===== src/rtl/mfd_pkg.sv =====
// shared types and constants of the message frame deframer
package mfd_pkg;

	// frame header layout
	localparam int unsigned HEADER_BYTES = 9;
	localparam int unsigned HDR_CNT_W    = 4;
	localparam logic [7:0]  TYPE_DATA    = 8'hFF;
	localparam logic [7:0]  TYPE_END     = 8'h00;

	// register reset values
	localparam logic [31:0] MAX_LEN_RESET = 32'h0001_0000;

	// configuration register indexes
	localparam logic [1:0] REG_MAX_LEN  = 2'd0;
	localparam logic [1:0] REG_TOO_LONG = 2'd1;
	localparam logic [1:0] REG_BAD_TYPE = 2'd2;

	// error action codes (any other code shuts down)
	localparam logic [1:0] ACT_DROP   = 2'd0;
	localparam logic [1:0] ACT_REPORT = 2'd1;

	typedef enum logic [1:0] {
		PH_HEADER  = 2'd0,
		PH_PAYLOAD = 2'd1,
		PH_SKIP    = 2'd2,
		PH_STOP    = 2'd3
	} phase_t;

	typedef enum logic [2:0] {
		KIND_BYTE     = 3'd0,
		KIND_EMPTY    = 3'd1,
		KIND_EOS      = 3'd2,
		KIND_TOO_LONG = 3'd3,
		KIND_BAD_TYPE = 3'd4,
		KIND_SHUTDOWN = 3'd5
	} kind_t;

	typedef struct packed {
		logic [31:0] max_len;
		logic [1:0]  too_long_act;
		logic [1:0]  bad_type_act;
	} cfg_t;

	typedef struct packed {
		logic        valid;
		kind_t       kind;
		logic [7:0]  data;
		logic        last;
		logic [63:0] length;
	} result_t;

endpackage


===== src/rtl/mfd_parser.sv =====
// frame parser: header accumulation, payload counting and error actions
module mfd_parser (
	input  logic             clk,
	input  logic             arst_n,
	input  logic             step,
	input  logic [7:0]       rx_byte,
	input  mfd_pkg::cfg_t    cfg,
	output mfd_pkg::result_t res
);
	import mfd_pkg::*;

	phase_t                 phase_q, phase_d;
	logic [HDR_CNT_W-1:0]   hdr_cnt_q, hdr_cnt_d;
	logic [7:0]             type_q, type_d;
	logic [63:0]            accum_q, accum_d;
	logic [63:0]            left_q, left_d;

	logic        hdr_last;
	logic        too_long;
	logic        type_known;
	logic        err;
	logic [1:0]  act;
	logic        accum_zero;
	logic        left_one;
	logic        left_zero;

	// shared decode of the completing header
	assign hdr_last   = (hdr_cnt_q == HDR_CNT_W'(HEADER_BYTES - 1));
	assign too_long   = (accum_d[63:32] != 32'd0) || (accum_d[31:0] > cfg.max_len);
	assign type_known = (type_q == TYPE_END) || (type_q == TYPE_DATA);
	assign err        = too_long || !type_known;
	assign act        = too_long ? cfg.too_long_act : cfg.bad_type_act;
	assign accum_zero = (accum_d == 64'd0);
	assign left_one   = (left_q == 64'd1);
	assign left_zero  = (left_q == 64'd0);

	// next phase
	always_comb begin
		phase_d = phase_q;
		case (phase_q)
			PH_PAYLOAD: begin
				if (left_one) phase_d = PH_HEADER;
			end
			PH_SKIP: begin
				if (left_one || left_zero) phase_d = PH_HEADER;
			end
			PH_HEADER: begin
				if (hdr_last) begin
					if (err) begin
						if (act == ACT_DROP || act == ACT_REPORT) begin
							phase_d = accum_zero ? PH_HEADER : PH_SKIP;
						end else begin
							phase_d = PH_STOP;
						end
					end else if (type_q == TYPE_END) begin
						phase_d = PH_STOP;
					end else begin
						phase_d = accum_zero ? PH_HEADER : PH_PAYLOAD;
					end
				end
			end
			default: phase_d = phase_q;
		endcase
	end

	// counters and header fields
	always_comb begin
		hdr_cnt_d = hdr_cnt_q;
		type_d    = type_q;
		accum_d   = accum_q;
		left_d    = left_q;
		case (phase_q)
			PH_PAYLOAD: left_d = left_q - 64'd1;
			PH_SKIP: begin
				if (!left_zero) left_d = left_q - 64'd1;
			end
			PH_HEADER: begin
				if (hdr_cnt_q == '0) begin
					type_d    = rx_byte;
					accum_d   = 64'd0;
					hdr_cnt_d = HDR_CNT_W'(1);
				end else begin
					accum_d = {accum_q[55:0], rx_byte};
					if (hdr_last) begin
						hdr_cnt_d = '0;
						left_d    = accum_d;
					end else begin
						hdr_cnt_d = hdr_cnt_q + HDR_CNT_W'(1);
					end
				end
			end
			default: ;
		endcase
	end

	// result of this beat
	always_comb begin
		res.valid  = 1'b0;
		res.kind   = KIND_BYTE;
		res.data   = 8'd0;
		res.last   = 1'b0;
		res.length = accum_d;
		case (phase_q)
			PH_PAYLOAD: begin
				res.valid = 1'b1;
				res.data  = rx_byte;
				res.last  = left_one;
			end
			PH_HEADER: begin
				if (hdr_last) begin
					if (err) begin
						if (act == ACT_REPORT) begin
							res.valid = 1'b1;
							res.kind  = too_long ? KIND_TOO_LONG : KIND_BAD_TYPE;
						end else if (act != ACT_DROP) begin
							res.valid = 1'b1;
							res.kind  = KIND_SHUTDOWN;
						end
					end else if (type_q == TYPE_END) begin
						res.valid = 1'b1;
						res.kind  = KIND_EOS;
					end else if (accum_zero) begin
						res.valid = 1'b1;
						res.kind  = KIND_EMPTY;
					end
				end
			end
			default: ;
		endcase
	end

	// parser state
	always_ff @(posedge clk or negedge arst_n) begin
		if (!arst_n) begin
			phase_q   <= PH_HEADER;
			hdr_cnt_q <= '0;
			type_q    <= 8'd0;
			accum_q   <= 64'd0;
			left_q    <= 64'd0;
		end else if (step) begin
			phase_q   <= phase_d;
			hdr_cnt_q <= hdr_cnt_d;
			type_q    <= type_d;
			accum_q   <= accum_d;
			left_q    <= left_d;
		end
	end

endmodule


===== src/rtl/message_frame_deframer.sv =====
// top level of the length-prefixed message frame deframer
//
// channel   direction  handshake            payload
// in        sink       in_valid / in_stall   rx_byte
// out       source     out_valid / out_stall result_kind, payload_byte,
//                                            last_of_message, frame_length
// cfg       sink       cfg_valid / cfg_ready cfg_index, cfg_data
//
// one byte per cycle sustained while out_stall is low; each byte is held in
// the input register, then the parser step and result register take it.
// in_stall follows out_stall combinationally once the input and result
// registers are both full.
// reset puts the parser in header phase and the config registers at their defaults.
module message_frame_deframer (
	input  logic        clk,
	input  logic        arst_n,
	input  logic        in_valid,
	output logic        in_stall,
	input  logic [7:0]  rx_byte,
	output logic        out_valid,
	input  logic        out_stall,
	output logic [2:0]  result_kind,
	output logic [7:0]  payload_byte,
	output logic        last_of_message,
	output logic [63:0] frame_length,
	input  logic        cfg_valid,
	output logic        cfg_ready,
	input  logic [1:0]  cfg_index,
	input  logic [31:0] cfg_data
);
	import mfd_pkg::*;

	cfg_t        cfg_q;
	logic        valid_s1;
	logic [7:0]  byte_s1;
	logic        valid_s2;
	result_t     res_s2;
	result_t     res;
	logic        s2_free;
	logic        step;
	logic        in_take;

	// handshake
	assign s2_free   = !valid_s2 || !out_stall;
	assign step      = valid_s1 && s2_free;
	assign in_stall  = valid_s1 && !s2_free;
	assign in_take   = in_valid && !in_stall;
	assign cfg_ready = 1'b1;

	// configuration registers
	always_ff @(posedge clk or negedge arst_n) begin
		if (!arst_n) begin
			cfg_q.max_len      <= MAX_LEN_RESET;
			cfg_q.too_long_act <= ACT_DROP;
			cfg_q.bad_type_act <= ACT_DROP;
		end else if (cfg_valid) begin
			case (cfg_index)
				REG_MAX_LEN:  cfg_q.max_len      <= cfg_data;
				REG_TOO_LONG: cfg_q.too_long_act <= cfg_data[1:0];
				REG_BAD_TYPE: cfg_q.bad_type_act <= cfg_data[1:0];
				default: ;
			endcase
		end
	end

	// input register
	always_ff @(posedge clk or negedge arst_n) begin
		if (!arst_n) begin
			valid_s1 <= 1'b0;
		end else if (in_take) begin
			valid_s1 <= 1'b1;
		end else if (step) begin
			valid_s1 <= 1'b0;
		end
	end

	always_ff @(posedge clk) begin
		if (in_take) begin
			byte_s1 <= rx_byte;
		end
	end

	// parser step
	mfd_parser u_parser (
		.clk     (clk),
		.arst_n  (arst_n),
		.step    (step),
		.rx_byte (byte_s1),
		.cfg     (cfg_q),
		.res     (res)
	);

	// result register
	always_ff @(posedge clk or negedge arst_n) begin
		if (!arst_n) begin
			valid_s2 <= 1'b0;
		end else if (step) begin
			valid_s2 <= res.valid;
		end else if (!out_stall) begin
			valid_s2 <= 1'b0;
		end
	end

	always_ff @(posedge clk) begin
		if (step && res.valid) begin
			res_s2 <= res;
		end
	end

	assign out_valid       = valid_s2;
	assign result_kind     = res_s2.kind;
	assign payload_byte    = res_s2.data;
	assign last_of_message = res_s2.last;
	assign frame_length    = res_s2.length;

endmodule

===== config.mk =====
export PLATFORM = sky130hd
export DESIGN_NAME = message_frame_deframer
export DESIGN_NICKNAME = d
export VERILOG_FILES = /design/src/rtl/mfd_pkg.sv /design/src/rtl/mfd_parser.sv /design/src/rtl/message_frame_deframer.sv
export SDC_FILE = /design/constraint.sdc
export NUM_CORES = 1
export LEC_CHECK = 0
export ABC_AREA = 1
export BUFFER_PORTS_ARGS = -buffer_cell sky130_fd_sc_hd__buf_4
export CORE_MARGIN = 3
export CORE_UTILIZATION = 43
export CTS_CLUSTER_SIZE = 12
export DETAILED_ROUTE_END_ITERATION = 6
export HOLD_SLACK_MARGIN = 0.12
export PLACE_DENSITY_LB_ADDON = 0.08
export SKIP_CTS_REPAIR_TIMING = 1
export SYNTH_ARGS = -nofsm -noshare
export SYNTH_HDL_FRONTEND = slang
export SYNTH_SLANG_ARGS = --single-unit
export TNS_END_PERCENT = 20

===== constraint.sdc =====
create_clock -name clk -period 12.2 [get_ports clk]
set_clock_uncertainty 0.2 [all_clocks]
set_input_delay 2.44 -clock clk [delete_from_list [all_inputs] [get_ports clk]]
set_output_delay 2.44 -clock clk [all_outputs]
set_load 0.02 [all_outputs]

==> run_results.csv <==
group,metric,value,unit
run_status,run_status,"complete, no violations",
clock_network,tritoncts,"yes",
clock_network,max_root_sink_buffers,3,
detailed_routing,ant_nets,0,
finish,area.growth.synth_to_final,16.1,%
sta,final_worst_path_setup_slack,6.67,ns
logic_synthesis,synth.mux.area_fraction,0.0824,%
detailed_routing,vias,11300,
detailed_routing,wl_per_cell,17.8,um
critical_path,critical_path.slowest_cell,"buf_4",
logic_synthesis,synth.ff_latch_count,264,
pwr,leakagePower,7.35,nW
logic_synthesis,asyncSetResetFlopFracSynth,68.2,%
global_routing,groute.usage.overall,22.7,%
sta,timing_worst_slew_pin_value,1.04,ns
logic_synthesis,synth_flop_cell,"dfrtp_1",
finish,fillers,2979,
floorplan,die-height,184,um
logic_synthesis,synth_area,13700,um2
sta,shortest_clock_period_the_worst_path_allows_after_layout,5.53,ns
min_path,hold_path.class,"reg2reg",
clock_network,cts-buffers-inserted,30,
finish,antenna_cells_inserted,0,
logic_synthesis,yosys.area.top_type,"dfrtp_1",
detailed_routing,route.detailed.drc,0,
critical_path,regToRegEndpoint,"frame_length[51]",
sta,report.final.setup_viol,0,
critical_path,timing.critical_path.to_type,"output port",
sta,setup_repair_after_global_routing_missed_its_margin,"no",
logic_synthesis,ys_top_cells_by_area,"dfrtp_1, edfxtp_1, nand2_1",
critical_path,worstSetupPathType,"in2out",
sta,relSlewSlack,30.7,%
finish,multi_input_comb_area,5500,um2
logic_synthesis,synthSimpleGateAreaFrac,21.4,%
global_routing,grt_pass1_wl,61100,um
global_routing,first_global_vias,11200,
finish,layout-drive-gt1-share,12.1,%
finish,final_cell_count_without_fillers,2165,
finish,final-seq-area,7030,um2
clock_network,clkSinkCount,264,
floorplan,die_x,184,um
logic_synthesis,synth_edf_count,84,
critical_path,crit_end,"in_stall",
critical_path,cp_max_fo,3,
floorplan,start_util,44.1,%
critical_path,crit_reg_reg_startpoint,"u_parser.phase_q[0]",
logic_synthesis,avgSynthCellArea,8.31,um2
critical_path,r2r_setup_slack,6.75,ns
clock_network,cts_root_buf,"clkbuf_16",
floorplan,die_area,34000,um2
place,dpl_worst_slack,6.56,ns
critical_path,worstPathRequired,9.56,ns
critical_path,cpPeakStageDelay,0.16,ns
critical_path,critPathLaunch,"out_stall",
floorplan,fp.coreArea,31000,um2
detailed_routing,drtIter0Drc,709,
logic_synthesis,synth_largest_type_area_fraction,32.8,%
pwr,post-layout-total-power,4.07,mW
critical_path,timing.critical_path.cells,"buf_4 > nand2_1 > nor2_1 > buf_4",
critical_path,critPathLaunchType,"input port",
pwr,power.density_cell_area,257,nW/um2
sta,fmax,181,MHz
critical_path,crit_cells,4,
critical_path,critPathTopFamily,"buffers and inverters",
floorplan,ioPinCount,126,
global_routing,largest_net_degree_at_the_start_of_global_routing,87,
sta,final.setup.tns,0,ns
detailed_routing,drt-total-wl,38600,um
floorplan,placement_rows,64,
detailed_routing,detail_route.vias_per_cell,5.20,
place,dpl.cell_count,2109,
logic_synthesis,synth.lib_cells_used.distinct,42,
logic_synthesis,synth_cells,1645,
job,drv_cap,0,
logic_synthesis,synth_area_in_compound_gates,12.5,%
logic_synthesis,most_common_cell_in_the_synthesized_netlist,"nand2_1",
sta,finalHoldViolCount,0,
logic_synthesis,post_synth_xor_area_fraction,2.69,%
sta,layout_worst_path_cycle_share,45.4,%
critical_path,worst-path-buf-inv,2,
global_routing,grt.overflow.total,0,
detailed_routing,detail_route.first_pass.iterations,5,
sta,maxSlewViolCount,0,
clock_network,clkLatencyLatePin,0.55,ns
finish,layout.nets,1828,
logic_synthesis,synth.yosys.seq_area_share,51.4,%
critical_path,cp_data_arrival_time,2.89,ns
logic_synthesis,synth.yosys.warnings,0,
pwr,vdd_ir_drop_max,0.135,mV
logic_synthesis,synth_top_family_by_area,"simple AND/OR/NAND/NOR gates",
place,dp_hpwl,27500,um
logic_synthesis,mappedNetlistNets,1728,
global_routing,antenna_violations_before_repair,0,
logic_synthesis,ys_top_cells_by_count,"nand2_1, nor2_1, inv_1",
critical_path,worst_r2r_path_depth,23,
logic_synthesis,adder_cell_share_of_the_synthesized_area,3.30,%
place,gpl.final_weighted_congestion,0.868,
place,place.port_buffers,124,
critical_path,critical-path-top-cell-by-count,"buf_4",
clock_network,worst_setup_hold_path_clk_slew,0.06,ns
clock_network,maximum_level_of_the_cts_h_tree,1,
power by group:
part           internal [mW]  switching (mW)  total [mW]
registers               1.23           0.229        1.46
logic                  0.527            1.15        1.68
clock network          0.571           0.362       0.933
registers in the layout, indices dropped and copies added (netlist names):
name                count
byte_s1                 8
cfg_q                  36
frame_length           64
last_of_message         1
out_valid               1
payload_byte            8
result_kind             3
u_parser.accum_q       64
u_parser.hdr_cnt_q      4
u_parser.left_q        64
u_parser.phase_q        2
u_parser.type_q         8
valid_s1                1
cell usage in the layout, fill, tap and decap left out, types with 6 or more instances in the layout:
master     Yosys  layout
nand2_1      312     310
nor2_1       260     258
inv_1        207     206
dfrtp_1      179     179
buf_4          5     133
a21oi_1      114     114
o21ai_0      112     112
edfxtp_1      84      84
nand3_1       73      72
o22ai_1       47      47
ha_1          36      36
clkbuf_16      0      31
xor2_1        29      29
nor3_1        17      17
o21ai_1       16      16
nand4_1       13      13
xnor2_1       13      13
a31oi_1       12      12
inv_2          7       8
nor2_4         6       8
nand2_2        6       7
clkbuf_1      34       7
a22oi_1        6       6
clkinv_1       0       6
per-stage QoR:
stage / area (um2) / utilization [%] / hold WS (ns)
after floorplan: 13700 / - / 0.253
after global placement: 14800 / 47.9 / 0.268
after detailed placement: 14800 / 47.9 / 0.274
after CTS: 15900 / 51.2 / 0.290
after global routing: 15900 / 51.2 / 0.312
final: 15900 / 51.2 / 0.285
metal layers:
| metal | GRT usage (%) | routed length [um] |
|---|---|---|
| met3 | 2.53 | 1350 |
| met5 | 0 | 0 |
| met1 | 28.2 | 16000 |
| met4 | 7.92 | 1480 |
| met2 | 41.1 | 19700 |
cell families after synthesis:
family | count (synthesis)
simple gates | 703
compound gates | 318
buf+inv | 280
flops | 264
xor+xnor | 42
fa+ha+maj | 36
other cells | 1
mux | 1
cell type report:
type                       count  share of cell area, %
inverter                     214                   5.06
clock buffer                  42                   5.40
tap                          396                   3.12
clock inverter                14                   1.06
timing repair buffer         134                   6.36
multi-input combinational   1101                   34.7
sequential                   264                   44.3
how the worst min path moves through the flow:
| stage | startpoint | to | slack, ns | cells past startpoint |
|---|---|---|---|---|
| after floorplan | cfg_q[1] | cfg_q[1] | 0.25 | 2 |
| after global placement | u_parser.accum_q[57] | u_parser.accum_q[57] | 0.27 | 2 |
| after detailed placement | cfg_q[5] | cfg_q[5] | 0.27 | 2 |
| after CTS | u_parser.accum_q[57] | u_parser.accum_q[57] | 0.29 | 2 |
| after global routing | cfg_q[3] | cfg_q[3] | 0.31 | 2 |
| final | cfg_q[5] | cfg_q[5] | 0.28 | 2 |
tightest hold or removal path: cells and delay by family (launching register included):
kind	cells	cell delay [ns]
flops	1	0.34
compound gates	1	0.06
simple gates	1	0.05
Note: power is estimated with default switching activity, not from simulation.
